### src/hdl/attentional_evidence_race_step_unit_macros.svh
// ----------------------------------------------------------------------------
// attentional evidence race step unit: assertion macros
// shared concurrent assertion forms, clocked on clk and quiet during rst
// ----------------------------------------------------------------------------
`ifndef ATTENTIONAL_EVIDENCE_RACE_STEP_UNIT_MACROS_SVH
`define ATTENTIONAL_EVIDENCE_RACE_STEP_UNIT_MACROS_SVH

// same-cycle implication
`define AERS_ASSERT_IMPL(label, pre, post, msg) \
  label: assert property (@(posedge clk) disable iff (rst) (pre) |-> (post)) else $error(msg);

// next-cycle implication
`define AERS_ASSERT_NEXT(label, pre, post, msg) \
  label: assert property (@(posedge clk) disable iff (rst) (pre) |=> (post)) else $error(msg);

`endif

### src/hdl/aers_pkg.sv
// ----------------------------------------------------------------------------
// aers_pkg
// shared types and constants of the attentional evidence race step unit
// ----------------------------------------------------------------------------
`default_nettype none

package aers_pkg;

  // race size and field widths
  localparam int ITEMS       = 4;
  localparam int IDX_W       = (ITEMS > 1) ? $clog2(ITEMS) : 1;
  localparam int RATE_REGS   = 4;
  localparam int FIX_W       = 2;
  localparam int SAMPLE_W    = 16;
  localparam int RATE_W      = 16;
  localparam int THETA_W     = 13;
  localparam int SCALE_W     = 16;
  localparam int STEP_W      = 10;
  localparam int MAXDUR_W    = 16;
  localparam int EV_W        = 32;
  localparam int ELAPSED_W   = 20;
  localparam int FRAC_BITS   = 12;
  localparam int DRIFT_W     = 17;
  localparam int NOISE_W     = 21;
  localparam int ONE_Q12     = 4096;
  localparam int LEAD_MIN    = 4096;

  // configuration port
  localparam int CFG_INDEX_W = 4;
  localparam int CFG_DATA_W  = 16;

  // register reset values
  localparam logic [THETA_W-1:0]  THETA_RESET  = THETA_W'(ONE_Q12);
  localparam logic [STEP_W-1:0]   STEP_RESET   = STEP_W'(10);
  localparam logic [MAXDUR_W-1:0] MAXDUR_RESET = MAXDUR_W'(10000);

  typedef enum logic [CFG_INDEX_W-1:0] {
    REG_RATE_0       = 4'd0,
    REG_RATE_1       = 4'd1,
    REG_RATE_2       = 4'd2,
    REG_RATE_3       = 4'd3,
    REG_THETA        = 4'd4,
    REG_NOISE_SCALE  = 4'd5,
    REG_TIME_STEP    = 4'd6,
    REG_MAX_DURATION = 4'd7
  } cfg_reg_t;

  typedef logic [EV_W-1:0] ev_t;

  typedef struct packed {
    logic [RATE_REGS-1:0][RATE_W-1:0] rate;
    logic [THETA_W-1:0]               theta;
    logic [SCALE_W-1:0]               noise_scale;
    logic [STEP_W-1:0]                time_step;
    logic [MAXDUR_W-1:0]              max_duration;
  } cfg_t;

  typedef struct packed {
    logic                       start_trial;
    logic [FIX_W-1:0]           fixated_item;
    logic signed [SAMPLE_W-1:0] noise_0;
    logic signed [SAMPLE_W-1:0] noise_1;
    logic signed [SAMPLE_W-1:0] noise_2;
    logic signed [SAMPLE_W-1:0] noise_3;
  } in_word_t;

  typedef struct packed {
    logic                 finished;
    logic                 decided;
    logic [FIX_W-1:0]     choice;
    logic [ELAPSED_W-1:0] response_time;
  } out_word_t;

  // per-lane control from the pipeline sequencing
  typedef struct packed {
    logic s1_en;
    logic s1_hit;
    logic s2_en;
    logic s2_start;
    logic s2_proc;
    logic s2_hit;
  } lane_ctl_t;

  // merge stage status back to the pipeline
  typedef struct packed {
    logic done;
    logic take;
  } merge_stat_t;

endpackage

`default_nettype wire

### src/hdl/aers_cfg.sv
// ----------------------------------------------------------------------------
// aers_cfg
// configuration register file, theta clamped to one on write
// ----------------------------------------------------------------------------
`default_nettype none

module aers_cfg
  import aers_pkg::*;
(
  input  wire logic                   clk,
  input  wire logic                   rst,
  input  wire logic                   wr_en,
  input  wire logic [CFG_INDEX_W-1:0] cfg_index,
  input  wire logic [CFG_DATA_W-1:0]  cfg_data,
  output cfg_t                        cfg
);

  logic [THETA_W-1:0] theta_clamped;

  // values above one are used as one
  always_comb begin
    if (cfg_data[THETA_W-1:0] > THETA_W'(ONE_Q12)) begin
      theta_clamped = THETA_W'(ONE_Q12);
    end else begin
      theta_clamped = cfg_data[THETA_W-1:0];
    end
  end

  // register writes
  always_ff @(posedge clk) begin
    if (rst) begin
      cfg.rate         <= '0;
      cfg.theta        <= THETA_RESET;
      cfg.noise_scale  <= '0;
      cfg.time_step    <= STEP_RESET;
      cfg.max_duration <= MAXDUR_RESET;
    end else if (wr_en) begin
      case (cfg_reg_t'(cfg_index))
        REG_RATE_0:       cfg.rate[0]          <= cfg_data[RATE_W-1:0];
        REG_RATE_1:       cfg.rate[1]          <= cfg_data[RATE_W-1:0];
        REG_RATE_2:       cfg.rate[2]          <= cfg_data[RATE_W-1:0];
        REG_RATE_3:       cfg.rate[3]          <= cfg_data[RATE_W-1:0];
        REG_THETA:        cfg.theta            <= theta_clamped;
        REG_NOISE_SCALE:  cfg.noise_scale      <= cfg_data[SCALE_W-1:0];
        REG_TIME_STEP:    cfg.time_step        <= cfg_data[STEP_W-1:0];
        REG_MAX_DURATION: cfg.max_duration     <= cfg_data[MAXDUR_W-1:0];
        default: begin
        end
      endcase
    end
  end

endmodule

`default_nettype wire

### config.mk
export PLATFORM = sky130hd
export DESIGN_NAME = aers_cfg
export DESIGN_NICKNAME = d
export VERILOG_FILES = /design/src/hdl/attentional_evidence_race_step_unit_macros.svh /design/src/hdl/aers_pkg.sv /design/src/hdl/aers_cfg.sv
export SDC_FILE = /design/constraint.sdc
export NUM_CORES = 1
export LEC_CHECK = 0
export ABC_AREA = 1
export BUFFER_PORTS_ARGS = -buffer_cell sky130_fd_sc_hd__buf_2
export CAP_MARGIN = 5
export CELL_PAD_IN_SITES_DETAIL_PLACEMENT = 0
export CELL_PAD_IN_SITES_GLOBAL_PLACEMENT = 1
export CORE_MARGIN = 3
export CORE_UTILIZATION = 35
export DETAILED_ROUTE_END_ITERATION = 10
export GPL_TIMING_DRIVEN = 0
export MAX_ROUTING_LAYER = met4
export PLACE_DENSITY_LB_ADDON = 0.1
export SLEW_MARGIN = 20
export SYNTH_ARGS = -nofsm -noshare
export SYNTH_HDL_FRONTEND = slang
export SYNTH_SLANG_ARGS = --single-unit
### constraint.sdc
create_clock -name clk -period 3.3 [get_ports clk]
set_input_delay 0.66 -clock clk [delete_from_list [all_inputs] [get_ports clk]]
set_output_delay 0.66 -clock clk [all_outputs]
set_load 0.05 [all_outputs]
==> results_dict.tcl <==
set metrics [dict create \
    status "complete, no violations" \
    worstPathRequired_ns 2.64 \
    clkTransAtPathRegs_ns 0.05 \
    htree_levels 4 \
    cp_slowest_cell "dfxtp_1" \
    grt_max_degree 17 \
    routed_wl_um 14400 \
    slowest_delay_ns 0.37 \
    setup_viol 0 \
    final_cell_mix "buf_2, nor2_1, dfxtp_1" \
    cp_max_fo 2 \
    path_cells "buf_2" \
    r2r_start "cfg[6]" \
    final_antenna_net_count 0 \
    tns_ns 0 \
    largest_registers "cfg: 119 flops" \
    cts_inserted_buffers 17 \
    clockBufferDepth 2 \
    clkPwrFrac 0.509 \
    endpoint_kind "primary output" \
    max_freq_mhz 583 \
    pre_cts_ws_ns 1.41 \
    cts-resized-gates 0 \
    hold_start "cfg[65]" \
    synth_ff_type "dfxtp_1" \
    total_power_uw 3670 \
    crit_family "flip-flops" \
    yosysSeqAreaShare 0.550 \
    largest_reg_flops 119 \
    placed_cell_area_mm2 0.00522 \
    tritoncts "done" \
    cts_root_buf "clkbuf_16" \
    intPower_uw 2780 \
    hold_violations 0 \
    viasPerCell 4.73 \
    io_buffers 134 \
    holdBufCountCts 0 \
    clock_latency_ns 0.41 \
    slew_headroom 0.638 \
    power.switching_uw 894 \
    grt_pass1_wl_um 21800 \
    grt_pass1_vias 3894 \
    synth.top_cells.by_area "dfxtp_1, o21ai_0, nor2_1" \
    hold_path.class "reg2reg" \
    r2r_end "cfg[6]" \
    grt.overflow.total 0 \
    num_rows 40 \
    rsz0062_at_grt "false" \
    num_vias 4126 \
    seqPwrFrac 0.405 \
    dr.pass1.iters 4 \
    hold_end "cfg[65]" \
    initial_utilization 0.359 \
    syn-cell-area_mm2 0.00433 \
    crit_arrival_ns 1.06 \
    p_per_area_mw_per_mm2 631 \
    boundaryPins 142 \
    die_width_um 117 \
    worst_clock_skew_ns 0 \
    drc 0 \
    clkSinkCount 119 \
    track_usage 0.224 \
    wl_per_cell_um 16.5 \
    synth_cell_types 20 \
    post-route-period-util 0.520 \
    gp_congestion 0.803 \
    wl_met2_um 6570 \
    top_layer "met4" \
    start_kind "register" \
    drt-met1-wl_um 6510 \
    pwr-share-comb 0.086 \
    hold_depth 2 \
    hpwlAfterDp_um 10100 \
    ff2ff_path_depth 2 \
    yosysWarnings 0 \
    regMostFlops "cfg" \
    antenna_found_initial 0 \
    finalCriticalPeriod_ns 1.72 \
    dieArea_mm2 0.0138 \
    synth_edf_count 0 \
    vdd.ir_drop.worst_mv 0.273 \
    coreArea_mm2 0.0121 \
    final_common_cell "buf_2" \
    syn2layout_area_growth_pct 34.3 \
    setup_slack_ns 1.58 \
    synthCells 537 \
    drv_cap 0 \
    final_area_mm2 0.00582 \
    met3WireLength_um 978 \
    syn_area_per_cell_um2 8.07 \
    die_y_um 117 \
    syn_nets 560 \
    yosysTopAreaCellShare 0.550 \
    drt_iter0_drc 313 \
    async_flop_share 0 \
    reg2reg_slack_ns 2.59 \
    critical_path_class "reg2out" \
    drv_slew 0 \
    switching_share 0.244 \
    post_cts_buffers 0 \
    drive_gt1_frac 0.306 \
    worst_pin_slew_ns 0.543 \
    crit_buf_inv 1 \
    layout.nets 713 \
    fill_cells 1192 \
    synth_top_area_cell "dfxtp_1" \
    leakage_uw 0.00280 \
    ys_ff_latch 119 \
]
-- power groups by stage --
stage / sequential, µW / combinational [µW] / clock, µW
6_report: 1490 / 314 / 1870
5_1_grt: 1490 / 339 / 1970
4_1_cts: 1490 / 317 / 1900
3_5_place_dp: 1520 / 317 / 0
3_3_place_gp: 1520 / 314 / 0
2_1_floorplan: 1620 / 102 / 0
-- stage by stage --
| stage | hold slack, ns | std cells | util |
|---|---|---|---|
| CTS | 0.443 | 871 | 0.482 |
| floorplan | 0.660 | 537 | - |
| detailed placement | 0.435 | 839 | 0.432 |
| global placement | 0.431 | 839 | 0.432 |
| finish | 0.439 | 873 | 0.482 |
| global route | 0.467 | 871 | 0.482 |
-- area by class of cell --
class	instances	area, µm²	share of cell area
sequential	119	2380	0.409
inverter	32	120	0.0206
multi-input combinational	345	1590	0.273
clock buffer	22	474	0.0815
buffer	41	240	0.0413
tap	168	210	0.0361
clock inverter	10	125	0.0215
timing repair buffer	134	671	0.115
antenna	2	5.00	0.000860
-- per-layer routing --
layer / vias up / GRT usage
met1: 1904 / 0.281
met4: 0 / 0.0872
met2: 143 / 0.339
li1: 2048 / -
met3: 31 / 0.0663
met5: - / -
-- how the worst max path moves through the flow --
| stage | start | to | slack, ns | cells after the start |
|---|---|---|---|---|
| finish | cfg[105] | cfg[105] | 1.58 | 1 |
| global route | cfg[58] | cfg[58] | 1.54 | 1 |
| CTS | cfg[6] | cfg[6] | 1.57 | 1 |
| detailed placement | rst | cfg[66] | 1.41 | 6 |
| floorplan | cfg_data[4] | cfg[47] | 1.82 | 9 |
| global placement | rst | cfg[30] | 1.46 | 6 |
-- kinds of logic after synthesis --
kind of cell,count (synthesis),share of synthesized area
buffers and inverters,73,0.0831
AOI/OAI and AO/OA,164,0.197
DFF,119,0.550
and+or+nand+nor,181,0.171
-- synth_stat cells, types with 7 or more instances --
| cell | number |
|---|---|
| a21oi_1 | 43 |
| a21oi_2 | 7 |
| buf_2 | 14 |
| buf_4 | 8 |
| clkbuf_1 | 13 |
| dfxtp_1 | 119 |
| inv_1 | 26 |
| nand2_1 | 32 |
| nand3_1 | 8 |
| nor2_1 | 131 |
| o21ai_0 | 105 |
| o21ai_1 | 7 |
(Power assumes the default switching activity.)
