### src/hdl/attentional_evidence_race_step_unit_macros.svh
// ----------------------------------------------------------------------------
// attentional evidence race step unit: assertion macros
// shared concurrent assertion forms, clocked on clk and quiet during rst
// ----------------------------------------------------------------------------
`ifndef ATTENTIONAL_EVIDENCE_RACE_STEP_UNIT_MACROS_SVH
`define ATTENTIONAL_EVIDENCE_RACE_STEP_UNIT_MACROS_SVH

// same-cycle implication
`define AERS_ASSERT_IMPL(label, pre, post, msg) \
  label: assert property (@(posedge clk) disable iff (rst) (pre) |-> (post)) else $error(msg);

// next-cycle implication
`define AERS_ASSERT_NEXT(label, pre, post, msg) \
  label: assert property (@(posedge clk) disable iff (rst) (pre) |=> (post)) else $error(msg);

`endif

### src/hdl/aers_pkg.sv
// ----------------------------------------------------------------------------
// aers_pkg
// shared types and constants of the attentional evidence race step unit
// ----------------------------------------------------------------------------
`default_nettype none

package aers_pkg;

  // race size and field widths
  localparam int ITEMS       = 4;
  localparam int IDX_W       = (ITEMS > 1) ? $clog2(ITEMS) : 1;
  localparam int RATE_REGS   = 4;
  localparam int FIX_W       = 2;
  localparam int SAMPLE_W    = 16;
  localparam int RATE_W      = 16;
  localparam int THETA_W     = 13;
  localparam int SCALE_W     = 16;
  localparam int STEP_W      = 10;
  localparam int MAXDUR_W    = 16;
  localparam int EV_W        = 32;
  localparam int ELAPSED_W   = 20;
  localparam int FRAC_BITS   = 12;
  localparam int DRIFT_W     = 17;
  localparam int NOISE_W     = 21;
  localparam int ONE_Q12     = 4096;
  localparam int LEAD_MIN    = 4096;

  // configuration port
  localparam int CFG_INDEX_W = 4;
  localparam int CFG_DATA_W  = 16;

  // register reset values
  localparam logic [THETA_W-1:0]  THETA_RESET  = THETA_W'(ONE_Q12);
  localparam logic [STEP_W-1:0]   STEP_RESET   = STEP_W'(10);
  localparam logic [MAXDUR_W-1:0] MAXDUR_RESET = MAXDUR_W'(10000);

  typedef enum logic [CFG_INDEX_W-1:0] {
    REG_RATE_0       = 4'd0,
    REG_RATE_1       = 4'd1,
    REG_RATE_2       = 4'd2,
    REG_RATE_3       = 4'd3,
    REG_THETA        = 4'd4,
    REG_NOISE_SCALE  = 4'd5,
    REG_TIME_STEP    = 4'd6,
    REG_MAX_DURATION = 4'd7
  } cfg_reg_t;

  typedef logic [EV_W-1:0] ev_t;

  typedef struct packed {
    logic [RATE_REGS-1:0][RATE_W-1:0] rate;
    logic [THETA_W-1:0]               theta;
    logic [SCALE_W-1:0]               noise_scale;
    logic [STEP_W-1:0]                time_step;
    logic [MAXDUR_W-1:0]              max_duration;
  } cfg_t;

  typedef struct packed {
    logic                       start_trial;
    logic [FIX_W-1:0]           fixated_item;
    logic signed [SAMPLE_W-1:0] noise_0;
    logic signed [SAMPLE_W-1:0] noise_1;
    logic signed [SAMPLE_W-1:0] noise_2;
    logic signed [SAMPLE_W-1:0] noise_3;
  } in_word_t;

  typedef struct packed {
    logic                 finished;
    logic                 decided;
    logic [FIX_W-1:0]     choice;
    logic [ELAPSED_W-1:0] response_time;
  } out_word_t;

  // per-lane control from the pipeline sequencing
  typedef struct packed {
    logic s1_en;
    logic s1_hit;
    logic s2_en;
    logic s2_start;
    logic s2_proc;
    logic s2_hit;
  } lane_ctl_t;

  // merge stage status back to the pipeline
  typedef struct packed {
    logic done;
    logic take;
  } merge_stat_t;

endpackage

`default_nettype wire

### src/hdl/aers_lane.sv
// ----------------------------------------------------------------------------
// aers_lane
// one item of the race: drift and noise products, then evidence accumulator
// ----------------------------------------------------------------------------
`default_nettype none

module aers_lane
  import aers_pkg::*;
(
  input  wire logic                       clk,
  input  wire logic                       rst,
  input  lane_ctl_t                       ctl,
  input  wire logic signed [RATE_W-1:0]   rate,
  input  wire logic [THETA_W-1:0]         theta,
  input  wire logic [SCALE_W-1:0]         noise_scale,
  input  wire logic signed [SAMPLE_W-1:0] sample,
  output ev_t                             evidence
);

  localparam int DPROD_W = RATE_W + THETA_W + 1;
  localparam int NPROD_W = SCALE_W + SAMPLE_W + 1;
  localparam int SUM_W   = EV_W + 2;

  logic signed [DPROD_W-1:0] drift_prod;
  logic signed [DPROD_W-1:0] drift_rnd;
  logic signed [NPROD_W-1:0] noise_prod;
  logic signed [NPROD_W-1:0] noise_rnd;
  logic signed [DRIFT_W-1:0] drift_sel;

  logic signed [DRIFT_W-1:0] drift;
  logic signed [NOISE_W-1:0] noise;
  logic                      seen;

  logic [EV_W-1:0]           base;
  logic                      seen_next;
  logic signed [SUM_W-1:0]   sum;
  logic                      ovf_hi;
  logic                      ovf_lo;
  logic [EV_W-1:0]           sum_sat;
  logic [EV_W-1:0]           evidence_next;

  // stage 1: rate times theta (the fixated item takes the rate as is) and scale times sample, rounded half up
  always_comb begin
    drift_prod = rate * $signed({1'b0, theta});
    drift_rnd  = drift_prod + DPROD_W'(1 << (FRAC_BITS - 1));
    noise_prod = $signed({1'b0, noise_scale}) * sample;
    noise_rnd  = noise_prod + NPROD_W'(1 << (FRAC_BITS - 1));
    if (ctl.s1_hit) begin
      drift_sel = DRIFT_W'(rate);
    end else begin
      drift_sel = drift_rnd[FRAC_BITS+DRIFT_W-1:FRAC_BITS];
    end
  end

  always_ff @(posedge clk) begin
    if (ctl.s1_en) begin
      drift <= drift_sel;
      noise <= noise_rnd[FRAC_BITS+NOISE_W-1:FRAC_BITS];
    end
  end

  // stage 2: clear on trial start, mark fixation, accumulate with saturation
  always_comb begin
    base      = ctl.s2_start ? '0 : evidence;
    seen_next = (seen & !ctl.s2_start) | ctl.s2_hit;
    sum       = SUM_W'($signed(base)) + SUM_W'(drift) + SUM_W'(noise);
    ovf_hi    = !sum[SUM_W-1] && (|sum[SUM_W-2:EV_W-1]);
    ovf_lo    = sum[SUM_W-1] && !(&sum[SUM_W-2:EV_W-1]);
    if (ovf_hi) begin
      sum_sat = {1'b0, {(EV_W-1){1'b1}}};
    end else if (ovf_lo) begin
      sum_sat = {1'b1, {(EV_W-1){1'b0}}};
    end else begin
      sum_sat = sum[EV_W-1:0];
    end
    evidence_next = seen_next ? sum_sat : base;
  end

  always_ff @(posedge clk) begin
    if (rst) begin
      evidence <= '0;
      seen     <= 1'b0;
    end else if (ctl.s2_en && ctl.s2_proc) begin
      evidence <= evidence_next;
      seen     <= seen_next;
    end
  end

  `include "attentional_evidence_race_step_unit_macros.svh"

  // an item never seen this trial holds no evidence
  `AERS_ASSERT_IMPL(a_unseen_is_zero, !seen, evidence == '0, "unseen item has evidence")

endmodule

`default_nettype wire

### config.mk
export PLATFORM = sky130hd
export DESIGN_NAME = aers_lane
export DESIGN_NICKNAME = d
export VERILOG_FILES = /design/src/hdl/aers_pkg.sv /design/src/hdl/aers_lane.sv
export VERILOG_INCLUDE_DIRS = /design/src /design/src/hdl
export SDC_FILE = /design/constraint.sdc
export NUM_CORES = 1
export LEC_CHECK = 0
export ABC_AREA = 0
export BUFFER_PORTS_ARGS = -buffer_cell sky130_fd_sc_hd__buf_2
export CORE_UTILIZATION = 65
export DETAILED_ROUTE_END_ITERATION = 10
export PLACE_DENSITY = 0.93
export SYNTH_ARGS = -nofsm -noshare
export SYNTH_HDL_FRONTEND = slang
export SYNTH_SLANG_ARGS = --single-unit
### constraint.sdc
create_clock -name clk -period 17 [get_ports clk]
set_clock_uncertainty 0.05 [all_clocks]
set_input_delay 0 -clock clk [delete_from_list [all_inputs] [get_ports clk]]
set_output_delay 0 -clock clk [all_outputs]
set_load 0.005 [all_outputs]
==> run summary, run 1 <==
The flow ran to the end, and the final reports show no timing, DRC or antenna violations. The wire length per cell after detailed routing came out at 18.4 um. The number of setup violations in the final report is 0.

The number of placed I/O pins is 101. In this run the tightest slew margin relative to its limit is 19.8%. The DRC violation total after the first TritonRoute iteration came out at 1439. TritonCTS built the clock tree.

The total count of max-transition violations in the final report is 0. The level count of the clock H-tree came out at 3. The netlist area before placement came out at 0.0217 sq mm. The slew at the pin closest to its max-slew limit is 1.20 ns.

The endpoint identified for the worst register-to-register timing path is evidence[12]$_SDFFE_PP0P_. The type of origin of the critical path is an input port. The total number of placement rows is 66. The fraction of layout instances using a drive strength above 1 came out at 5.63%. The net total in the final layout is 3152. The shortest period the worst path allows is 6.43 ns. The depth of the worst register-to-register path is 11. The top cell types in the final layout, fill and taps aside, are sky130_fd_sc_hd__inv_1, sky130_fd_sc_hd__fa_1, sky130_fd_sc_hd__nand2_1. The path length in cells of the critical path came out at 22. The most used flip-flop cell after synthesis is sky130_fd_sc_hd__edfxtp_1. The sink count of the clock tree is 71.

The type of the setup path with the least slack is in2reg. The largest driver fanout on the critical path came out at 16. Summed over all layers, the routed wires come to 52.8 mm. The pin count of the biggest net entering global routing is 39. The synthesized net count is 3120. The worst hold path belongs to the class in2reg. Setup repair after global routing left no endpoint under its margin.

The highest clock rate is 156 MHz. The library cell used most frequently in the layout, excluding fill and tap cells, is sky130_fd_sc_hd__inv_1. The initial core utilization is 66.3%. The height of the die is 185 um. The total DRC errors in the routed layout came out at 0. The slowest stage of the critical path belongs to the cell sky130_fd_sc_hd__fa_1. The end point of the critical path is noise[20]$_DFFE_PP_. In this run the critical register-to-register path is launched from noise[20]$_DFFE_PP_. After floorplanning, the core was sized to cover 0.0327 sq mm. Buffers inserted to repair hold after CTS numbered 0. The number of global-route vias before repair is 18.3k. In the synthesized netlist the async set-or-reset flop fraction comes to 0%. The capturing element type of the critical path is a register.

The clock insertion delay at the later pin of the skew report came out at 0.35 ns. The hold violation total from the final report is 0. The antenna diode count is 0. After global routing the overflow that remains totals 0. The number of enable-type register cells in the synthesized netlist is 38. Among cell families on the critical path, the largest total delay comes from adder cells. The clock transition at the registers of the reported paths came out at 0.06 ns.

The total number of vias is 17.0k. The cell accounting for the most synthesized area is sky130_fd_sc_hd__fa_1. The die covers 0.0341 sq mm. The number of nets still failing antenna checks after routing is 0.

The placed instance count came out at 2860. The congestion estimate from routability-driven global placement came to 0.943. The worst-case register-to-register setup slack came out at 12.02 ns.

The arrival time reported for the critical path endpoint is 6.47 ns. The global router's overall resource usage came out at 32.5%. After detailed routing, the number of vias per cell comes to 5.92. Counting flops and latches in the post-synthesis netlist gives 71. The share of synthesized area in the top cell type comes to 39.2%.

Once detailed placement completed, the half-perimeter wirelength came to 43.3 mm. The buffer depth of the longest clock path came out at 2. The wire length of the first global-routing pass is 86.9 mm. Clock tree synthesis selected as its root buffer the cell sky130_fd_sc_hd__clkbuf_16.

Leaving out filler cells and counting taps, the final layout contains 2876. The delay of the slowest cell on the worst path is 0.53 ns. The post-synthesis area per instance is 9.04 sq um. The number of max-cap violations came out at 0. The layout overhead on the synthesized area came out at 4.73%. Sequential elements use 8.31% of the synthesized area. The initial antenna violation count is 0. The number of cells produced by synthesis is 2397.

The cell that appears most often on the critical path is sky130_fd_sc_hd__fa_1. The unique cell type count in the Yosys netlist is 79. The number of instances resized during post-cts repair is 0. The count of buffers inserted at the top-level ports is 100. The horizontal die dimension is 185 um.

The first TritonRoute pass finished after 6 iterations. The count of warnings emitted by yosys is 0. Data on the critical path is required at its endpoint by 17.04 ns. Yosys attributes the largest share of cell area to sky130_fd_sc_hd__fa_1, sky130_fd_sc_hd__ha_1, sky130_fd_sc_hd__inv_1.

The period utilization is 37.8%. Together, buffers and inverters on the worst path number 5. The number of setup buffers added after CTS is 0. The start point of the critical path is noise_scale[9]. The setup total negative slack came out at 0 ns. The critical path goes through buf_2 > and2_1 > fa_1 > inv_1 > fa_1 > fa_1 > inv_1 > fa_1 > fa_1 > inv_1 > fa_1 > inv_1 > ha_1 > a21o_1 > a21o_1 > a2111oi_0 > o221ai_1 > a31oi_1 > o21ai_1 > o41ai_2 > o21ai_0 > xnor2_1.

Buffers inserted during clock tree synthesis total 9.
[worst min path at each step]
stage	cells after the start	endpoint	startpoint
after floorplan	0	drift[0]$_DFFE_PP_	ctl[5]
after global placement	1	evidence[2]	evidence[2]$_SDFFE_PP0P_
after detailed placement	1	evidence[4]	evidence[4]$_SDFFE_PP0P_
after CTS	2	evidence[31]$_SDFFE_PP0P_	rst
after global routing	2	evidence[31]$_SDFFE_PP0P_	rst
final	2	evidence[31]$_SDFFE_PP0P_	rst
[area by class of cell]
cell class	count	area [sq um]
fillers	2384	10000
clock inverters	7	58.8
multi-input cells	1736	17600
inverters	509	1910
well taps	442	553
repair buffers	102	515
clock buffers	9	225
flip-flops and latches	71	1800
[metal layers]
layer,up-vias,part of all wire [%],global-route usage [%]
met3,194,9.0,5.45
met2,892,51,57.0
met5,-,0,0
met4,0,3.8,13.0
met1,8459,37,39.8
li1,7491,-,-
[flip-flops by register name (all words and copies together) (netlist names)]
name and flops:
noise 21, seen 1, evidence 32, drift 17
[synth_stat cells (5+ instances only)]
cell and count:
sky130_fd_sc_hd__a211oi_1 21, sky130_fd_sc_hd__a21boi_0 7, sky130_fd_sc_hd__a21o_1 35, sky130_fd_sc_hd__a21oi_1 75, sky130_fd_sc_hd__a221o_1 6, sky130_fd_sc_hd__a22oi_1 5, sky130_fd_sc_hd__a31oi_1 7, sky130_fd_sc_hd__and2_1 246
sky130_fd_sc_hd__and3_1 10, sky130_fd_sc_hd__clkbuf_1 75, sky130_fd_sc_hd__dfxtp_1 33, sky130_fd_sc_hd__edfxtp_1 38, sky130_fd_sc_hd__fa_1 425, sky130_fd_sc_hd__ha_1 229, sky130_fd_sc_hd__inv_1 508, sky130_fd_sc_hd__nand2_1 273
sky130_fd_sc_hd__nand2b_1 17, sky130_fd_sc_hd__nand3_1 15, sky130_fd_sc_hd__nand4_1 6, sky130_fd_sc_hd__nor2_1 72, sky130_fd_sc_hd__nor2b_1 38, sky130_fd_sc_hd__nor3_1 14, sky130_fd_sc_hd__o211ai_1 6, sky130_fd_sc_hd__o21a_1 6
sky130_fd_sc_hd__o21ai_0 62, sky130_fd_sc_hd__o21ai_1 6, sky130_fd_sc_hd__o21bai_1 5, sky130_fd_sc_hd__o31ai_1 11, sky130_fd_sc_hd__or3_1 6, sky130_fd_sc_hd__xnor2_1 48, sky130_fd_sc_hd__xor2_1 19
[cells by family after synthesis]
kind of cell	count (synthesis)	synth area share, %
buf+inv	590	10.3
xor+xnor	67	2.71
fa+ha+maj	654	52.5
compound gates	300	9.53
mux	1	0.0462
flops	71	8.31
simple gates	714	16.6
[per-stage QoR]
| stage | util, % | hold slack, ns | setup slack (ns) | area, sq um |
|---|---|---|---|---|
| after floorplan | - | 0.0625 | 10.98 | 21700 |
| after global placement | 68.6 | 0.366 | 10.58 | 22400 |
| after detailed placement | 68.6 | 0.370 | 10.27 | 22400 |
| after CTS | 69.4 | 0.0394 | 10.61 | 22700 |
| after global routing | 69.4 | 0.0573 | 10.02 | 22700 |
| final | 69.4 | 0.0667 | 10.57 | 22700 |
Power of run 1 is not shown: default switching activity piles up to over one toggle a cycle in this logic, so the estimate is an artifact.
==> run 2: changes to the inputs <==
CORE_UTILIZATION = 59   (was 65)
PLACE_DENSITY = 0.89   (was 0.93)
clock period = 5.64 ns   (was 17 ns; I/O delays follow)
==> run 2 against run 1 <==
The flow now finishes with violations (DRC). Die area is 10% higher. Hold slack worse by 0.012 ns. Non-clock buffer count is 163 higher. Wire length up 5.1%. Sequential share of layout area shrank 0.54 points. Global-route usage fell by 2.3 points. Critical endpoint is now drift[14]$_DFFE_PP_. Largest cell class unchanged. Highest routed layer unchanged.
==> run summary, run 2 (synthesized netlist as in run 1, its figures left out) <==
The cell family contributing the most delay on the critical path is adder cells. The wire length per cell after detailed routing was 18.1 um (-1.2%). The pin count of the biggest net entering global routing came out at 39 (unchanged).

The final reports fail on DRC. The total number of placement rows is 69 (+4.5%). The sink count of the clock tree came out at 71 (unchanged). The height of the die is 194 um (+4.9%). The period utilization came out at 98.7%.

The core outline area came out at 0.0358 sq mm (+9.6%). The clock insertion delay at the later pin of the skew report was 0.35 ns (about the same). The non-filler instance count after layout was 3058 (+6.3%). The slowest library cell on the worst path is sky130_fd_sc_hd__fa_2. The initial core utilization is 60.5% (-5.8 points). The worst setup path is launched from an input port. The normalized max-slew margin came to 25.6% (+5.8 points). The quantity of hold-fixing buffers added after cts is 0 (unchanged). Setup repair after global routing could not meet its margin everywhere. The full die area came out at 0.0375 sq mm (+10%). In this run the worst hold path is classified as in2reg. The sum of overflow across all layers after global routing was 0 (unchanged). The global router's overall resource usage is 30.2% (-2.3 points). The routability congestion estimate from global placement came out at 0.961 (+2.0%). The DRC violation total after the first TritonRoute iteration came out at 1251 (-13%).

The slew at the pin closest to its max-slew limit is 1.11 ns (-0.0869 ns). Leaving out fill and tap cells, the most frequent cells in the layout are sky130_fd_sc_hd__inv_1, sky130_fd_sc_hd__fa_1, sky130_fd_sc_hd__nand2_1. The net total in the final layout came to 3315 (+5.2%). The antenna diode count is 0 (unchanged).

The placed instance count came out at 3038 (+6.2%). Leaving out fill and tap cells, the most frequent cell in the layout is sky130_fd_sc_hd__inv_1. The run finished, with violations left. The level count of the clock H-tree is 3 (unchanged).

The largest registers in the layout are evidence: 32 flops, noise: 21 flops, drift: 17 flops. The total number of vias is 17.7k (+3.7%). The number of nets still failing antenna checks after routing came out at 0 (unchanged). Ranked by flip-flop count, first place goes to evidence. The fraction of layout instances using a drive strength above 1 came to 13.7% (+8.1 points). TritonCTS built the clock tree.

The number of setup violations in the final report is 0 (unchanged). The via density per instance is 5.78 (-2.5%). The type of the setup path with the least slack is in2reg. The number of placed I/O pins came out at 101 (unchanged). The total detailed-routing wirelength is 55.5 mm (+5.1%). The flip-flop count of the largest register, all copies and words added was 32 (unchanged).

The total iterations of the first detailed-routing run was 11 (+5). The final HPWL from detailed placement is 46.9 mm (+8.4%). The area growth from synthesis to layout is 12.3%. The count of buffers inserted at the top-level ports came out at 100 (unchanged). The delay of the slowest cell on the worst path is 0.57 ns (+0.04 ns).

The initial antenna violation count is 0 (unchanged). The sum of buffers and inverters on the critical path came out at 4 (-1). The worst endpoint required time came to 5.67 ns (-11.37 ns). The buffer depth of the longest clock path is 2 (unchanged). The shortest period the worst path allows is 5.57 ns. The critical path goes through buf_2 > buf_4 > and2_1 > fa_1 > inv_1 > fa_1 > inv_1 > fa_1 > fa_2 > fa_2 > fa_2 > ha_1 > a21o_1 > a21o_1 > a21o_1 > or3b_4 > a211oi_4 > nor3_2 > o31ai_2 > xor2_1 > o21ai_1. The number of max-cap violations is 0 (unchanged). The horizontal die dimension was 194 um (+4.9%). The number of buffers created by CTS came out at 9 (unchanged).

The setup total negative slack was 0 ns (unchanged). The highest clock rate is 180 MHz. The clock transition at the registers of the reported paths was 0.06 ns (about the same). The total DRC errors in the routed layout is 2 (+2). The worst setup path is captured at a register. The hold violation total from the final report came out at 0 (unchanged). The arrival time reported for the critical path endpoint is 5.60 ns (-0.87 ns). The final cell utilization of the core is 68.0% (-1.4 points). The wire length of the first global-routing pass came to 91.1 mm (+4.8%). The largest driver fanout on the critical path was 6 (-10). The number of global-route vias before repair is 19.4k (+6.0%).

The root buffer cell chosen for the clock tree is sky130_fd_sc_hd__clkbuf_16. The total count of max-transition violations in the final report came out at 0 (unchanged).
## run 2: path summary, 6_finish.rpt
path | startpoint | end | slack [ns] | depth (start not counted)
worst min-delay path | rst | evidence[31]$_SDFFE_PP0P_ | 0.05 | 2
worst max-delay path | rate[6] | drift[14]$_DFFE_PP_ | 0.07 | 21
worst max register to register | drift[16]$_DFFE_PP_ | evidence[12]$_SDFFE_PP0P_ | 0.80 | 11
worst min register to register | evidence[2]$_SDFFE_PP0P_ | evidence[2]$_SDFFE_PP0P_ | 0.42 | 2
## run 2: metal layers
metal	routed length, um	GRT usage [%]
met1	20300	35.7
met2	28300	54.0
met3	4250	5.01
met4	2590	13.3
met5	0	0
## run 2: what timing repair did
item | 4_1_cts | 5_1_grt
setup endpoints to repair | 7 | 21
gates resized for setup | 8 | 67
buffers inserted | 2 | 2
pin swaps | 4 | 45
## run 2: layout make-up
| cell class | count | area (sq um) |
|---|---|---|
| Timing Repair Buffer | 265 | 1810 |
| Multi-Input combinational cell | 1736 | 17900 |
| Fill cell | 2569 | 11500 |
| Sequential cell | 71 | 1800 |
| Inverter | 509 | 1910 |
| Clock inverter | 7 | 97.6 |
| Tap cell | 461 | 577 |
| Clock buffer | 9 | 225 |
## run 2: metrics by stage
| stage | hold WS (ns) | worst slack (ns) | cell area, sq um |
|---|---|---|---|
| 2_1_floorplan | 0.0625 | 0.000644 | 21800 |
| 3_3_place_gp | 0.369 | -0.356 | 23800 |
| 3_5_place_dp | 0.371 | -0.619 | 23800 |
| 4_1_cts | 0.0465 | 0.00186 | 24100 |
| 5_1_grt | 0.0607 | -0.139 | 24400 |
| 6_report | 0.0545 | 0.0713 | 24400 |
Power of run 2 is left out for the same reason.
==> run 3: changes to the inputs <==
BUFFER_PORTS_ARGS = -buffer_cell sky130_fd_sc_hd__buf_4   (was -buffer_cell sky130_fd_sc_hd__buf_2)
==> run 3 against run 2 <==
Wire length increased by 3.7%. Final area grew 0.33%. Global-route usage rose by 0.52 points. The run still ends with DRC left. Hold slack improved by 0.015 ns. First-iteration DRC count increased by 20%. Register-to-register slack barely moved. Via count up 1.0%. Non-clock buffer count is 14 lower. Count of clock-buffer cells in the layout unchanged. Critical path depth stayed put.
==> run summary, run 3 (synthesized netlist as in run 1, its figures left out) <==
The library cell used most frequently in the layout, excluding fill and tap cells, is sky130_fd_sc_hd__inv_1. The horizontal die dimension is 194 um (unchanged). The number of max-cap violations came out at 0 (unchanged). The wire length per cell after detailed routing is 18.9 um (+4.2%). The via density per instance came out at 5.86 (+1.5%). The antenna diode count came out at 0 (unchanged). The buffer depth of the longest clock path was 2 (unchanged). The net total in the final layout was 3301 (-0.42%). The total number of vias came out at 17.8k (+1.0%).

The filler cell count in the final layout was 2496 (-2.8%). The total count of max-transition violations in the final report is 0 (unchanged). The total area of sequential cells came to 0.00180 sq mm (unchanged). The sink count of the clock tree is 71 (unchanged). The number of global-route vias before repair is 19.3k (-0.37%). In the layout the commonest cells are sky130_fd_sc_hd__inv_1, sky130_fd_sc_hd__fa_1, sky130_fd_sc_hd__nand2_1. The initial antenna violation count came to 0 (unchanged). The pin count of the biggest net entering global routing is 39 (unchanged). The arrival time reported for the critical path endpoint came out at 5.61 ns (about the same). The layout overhead on the synthesized area came out at 12.7%. The number of nets still failing antenna checks after routing is 0 (unchanged). The count of buffers inserted at the top-level ports is 100 (unchanged).

The hold violation total from the final report came out at 0 (unchanged). The number of buffers created by CTS came out at 9 (unchanged). The final HPWL from detailed placement is 47.3 mm (+0.85%). The slew at the pin closest to its max-slew limit was 1.26 ns (+0.147 ns). The total number of placement rows came out at 69 (unchanged). STA classifies the critical path endpoint as a register. The worst hold slack across all endpoints is 0.0699 ns (+0.0154 ns). The core outline area is 0.0358 sq mm (unchanged). The level count of the clock H-tree is 3 (unchanged). The DRC violation total after the first TritonRoute iteration came out at 1502 (+20%). The total DRC errors in the routed layout is 2 (unchanged). The register with the most flip-flops in the final layout is evidence.

The sum of overflow across all layers after global routing is 0 (unchanged). The clock root buffer master is sky130_fd_sc_hd__clkbuf_16. The flip-flop count of the largest register, all copies and words added came out at 32 (unchanged).

The routability congestion estimate from global placement came out at 0.972 (+1.2%). The height of the die is 194 um (unchanged). The worst endpoint required time is 5.68 ns (about the same).

The number of placed I/O pins was 101 (unchanged). In this run the worst hold path is classified as in2reg. The shortest period the worst path allows came out at 5.57 ns (+0.00139 ns). The run finished, with violations left. The CTS tree is done. The area taken by multi-input logic gates came out at 0.0179 sq mm (-0.28%). The highest clock rate was 180 MHz (about the same). The normalized max-slew margin is 15.8% (-9.8 points). The type of origin of the critical path is an input port. The post-route worst setup slack was 0.0699 ns (-0.00139 ns).

The largest driver fanout on the critical path was 6 (unchanged). The total iterations of the first detailed-routing run is 10 (-1). The total detailed-routing wirelength came out at 57.6 mm (+3.7%). The clock insertion delay at the later pin of the skew report is 0.35 ns (about the same).

The initial core utilization came out at 60.5% (unchanged). The worst setup slack after placement is -0.420 ns (+0.199 ns). The clock transition at the registers of the reported paths came to 0.06 ns (about the same).

The setup path with the least slack is of type in2reg. The wire length of the first global-routing pass came out at 92.4 mm (+1.5%). The period utilization was 98.8% (about the same).

The fraction of layout instances using a drive strength above 1 came out at 12.5% (-1.2 points). The number of setup violations in the final report is 0 (unchanged). The global router's overall resource usage is 30.7% (+0.52 points). The worst-case register-to-register setup slack is 0.80 ns (about the same).

The largest registers in the layout are evidence: 32 flops, noise: 21 flops, drift: 17 flops. The final reports fail on DRC. The full die area came out at 0.0375 sq mm (unchanged).
-- run 3: cell types whose count changed in the layout (fill, tap and decap cells not counted), sizes merged --
cell / delta
dlygate4sd3: +3
clkinv: -1
buf: -10
bufinv: -2
clkbuf: -7
inv: +3
-- run 3: final timing paths --
path                            cells past startpoint                startpoint                  endpoint
worst min register to register                      2  evidence[1]$_SDFFE_PP0P_  evidence[1]$_SDFFE_PP0P_
worst min-delay path                                4                   rate[2]        drift[2]$_DFFE_PP_
worst max register to register                     12       drift[16]$_DFFE_PP_  evidence[6]$_SDFFE_PP0P_
worst max-delay path                               21            noise_scale[9]       noise[15]$_DFFE_PP_
-- run 3: per-stage QoR --
stage	setup TNS (ns)	util, %	cell area, sq um	cells
floorplan	0	-	21800	2397
global placement	-1.67	66.6	23900	3017
detailed placement	-5.82	66.6	23900	3017
CTS	-0.137	67.5	24200	3037
global route	-0.764	68.2	24400	3044
finish	0	68.2	24400	3044
-- run 3: repair_timing --
action / in CTS / in global routing
setup endpoints to repair: 5 / 20
hold endpoints to repair: 14 / 0
buffers inserted: 1 / 7
gates resized for setup: 1 / 45
pin swaps: 1 / 47
hold buffers: 3 / 0
-- run 3: final cells by class --
| cell class | instances | area share, % |
|---|---|---|
| well taps | 461 | 2.36 |
| multi-input cells | 1736 | 73.2 |
| clock inverters | 7 | 0.225 |
| repair buffers | 251 | 8.13 |
| clock buffers | 9 | 0.922 |
| flip-flops and latches | 71 | 7.37 |
| inverters | 509 | 7.82 |
-- run 3: worst max-delay path, stage by stage --
cell,delay [ns]
sky130_fd_sc_hd__buf_6,0.11
sky130_fd_sc_hd__buf_6,0.11
sky130_fd_sc_hd__nand2_2,0.05
sky130_fd_sc_hd__fa_1,0.52
sky130_fd_sc_hd__inv_1,0.06
sky130_fd_sc_hd__fa_1,0.59
sky130_fd_sc_hd__fa_2,0.51
sky130_fd_sc_hd__fa_1,0.52
sky130_fd_sc_hd__fa_1,0.51
sky130_fd_sc_hd__inv_1,0.06
sky130_fd_sc_hd__fa_1,0.56
sky130_fd_sc_hd__inv_2,0.06
sky130_fd_sc_hd__ha_4,0.22
sky130_fd_sc_hd__or3_4,0.36
sky130_fd_sc_hd__o211ai_1,0.10
sky130_fd_sc_hd__o221ai_1,0.15
sky130_fd_sc_hd__a31oi_2,0.29
sky130_fd_sc_hd__o21ai_4,0.15
sky130_fd_sc_hd__a221o_1,0.37
sky130_fd_sc_hd__a21oi_2,0.19
sky130_fd_sc_hd__xnor2_2,0.09
-- run 3: layer usage --
| metal | global-route usage (%) | up-vias | wire [um] |
|---|---|---|---|
| li1 | - | 7811 | - |
| met1 | 37.4 | 8815 | 21000 |
| met2 | 53.9 | 953 | 29300 |
| met3 | 3.84 | 263 | 4530 |
| met4 | 15.0 | 0 | 2770 |
| met5 | 0 | - | 0 |
Power of run 3 is left out for the same reason.
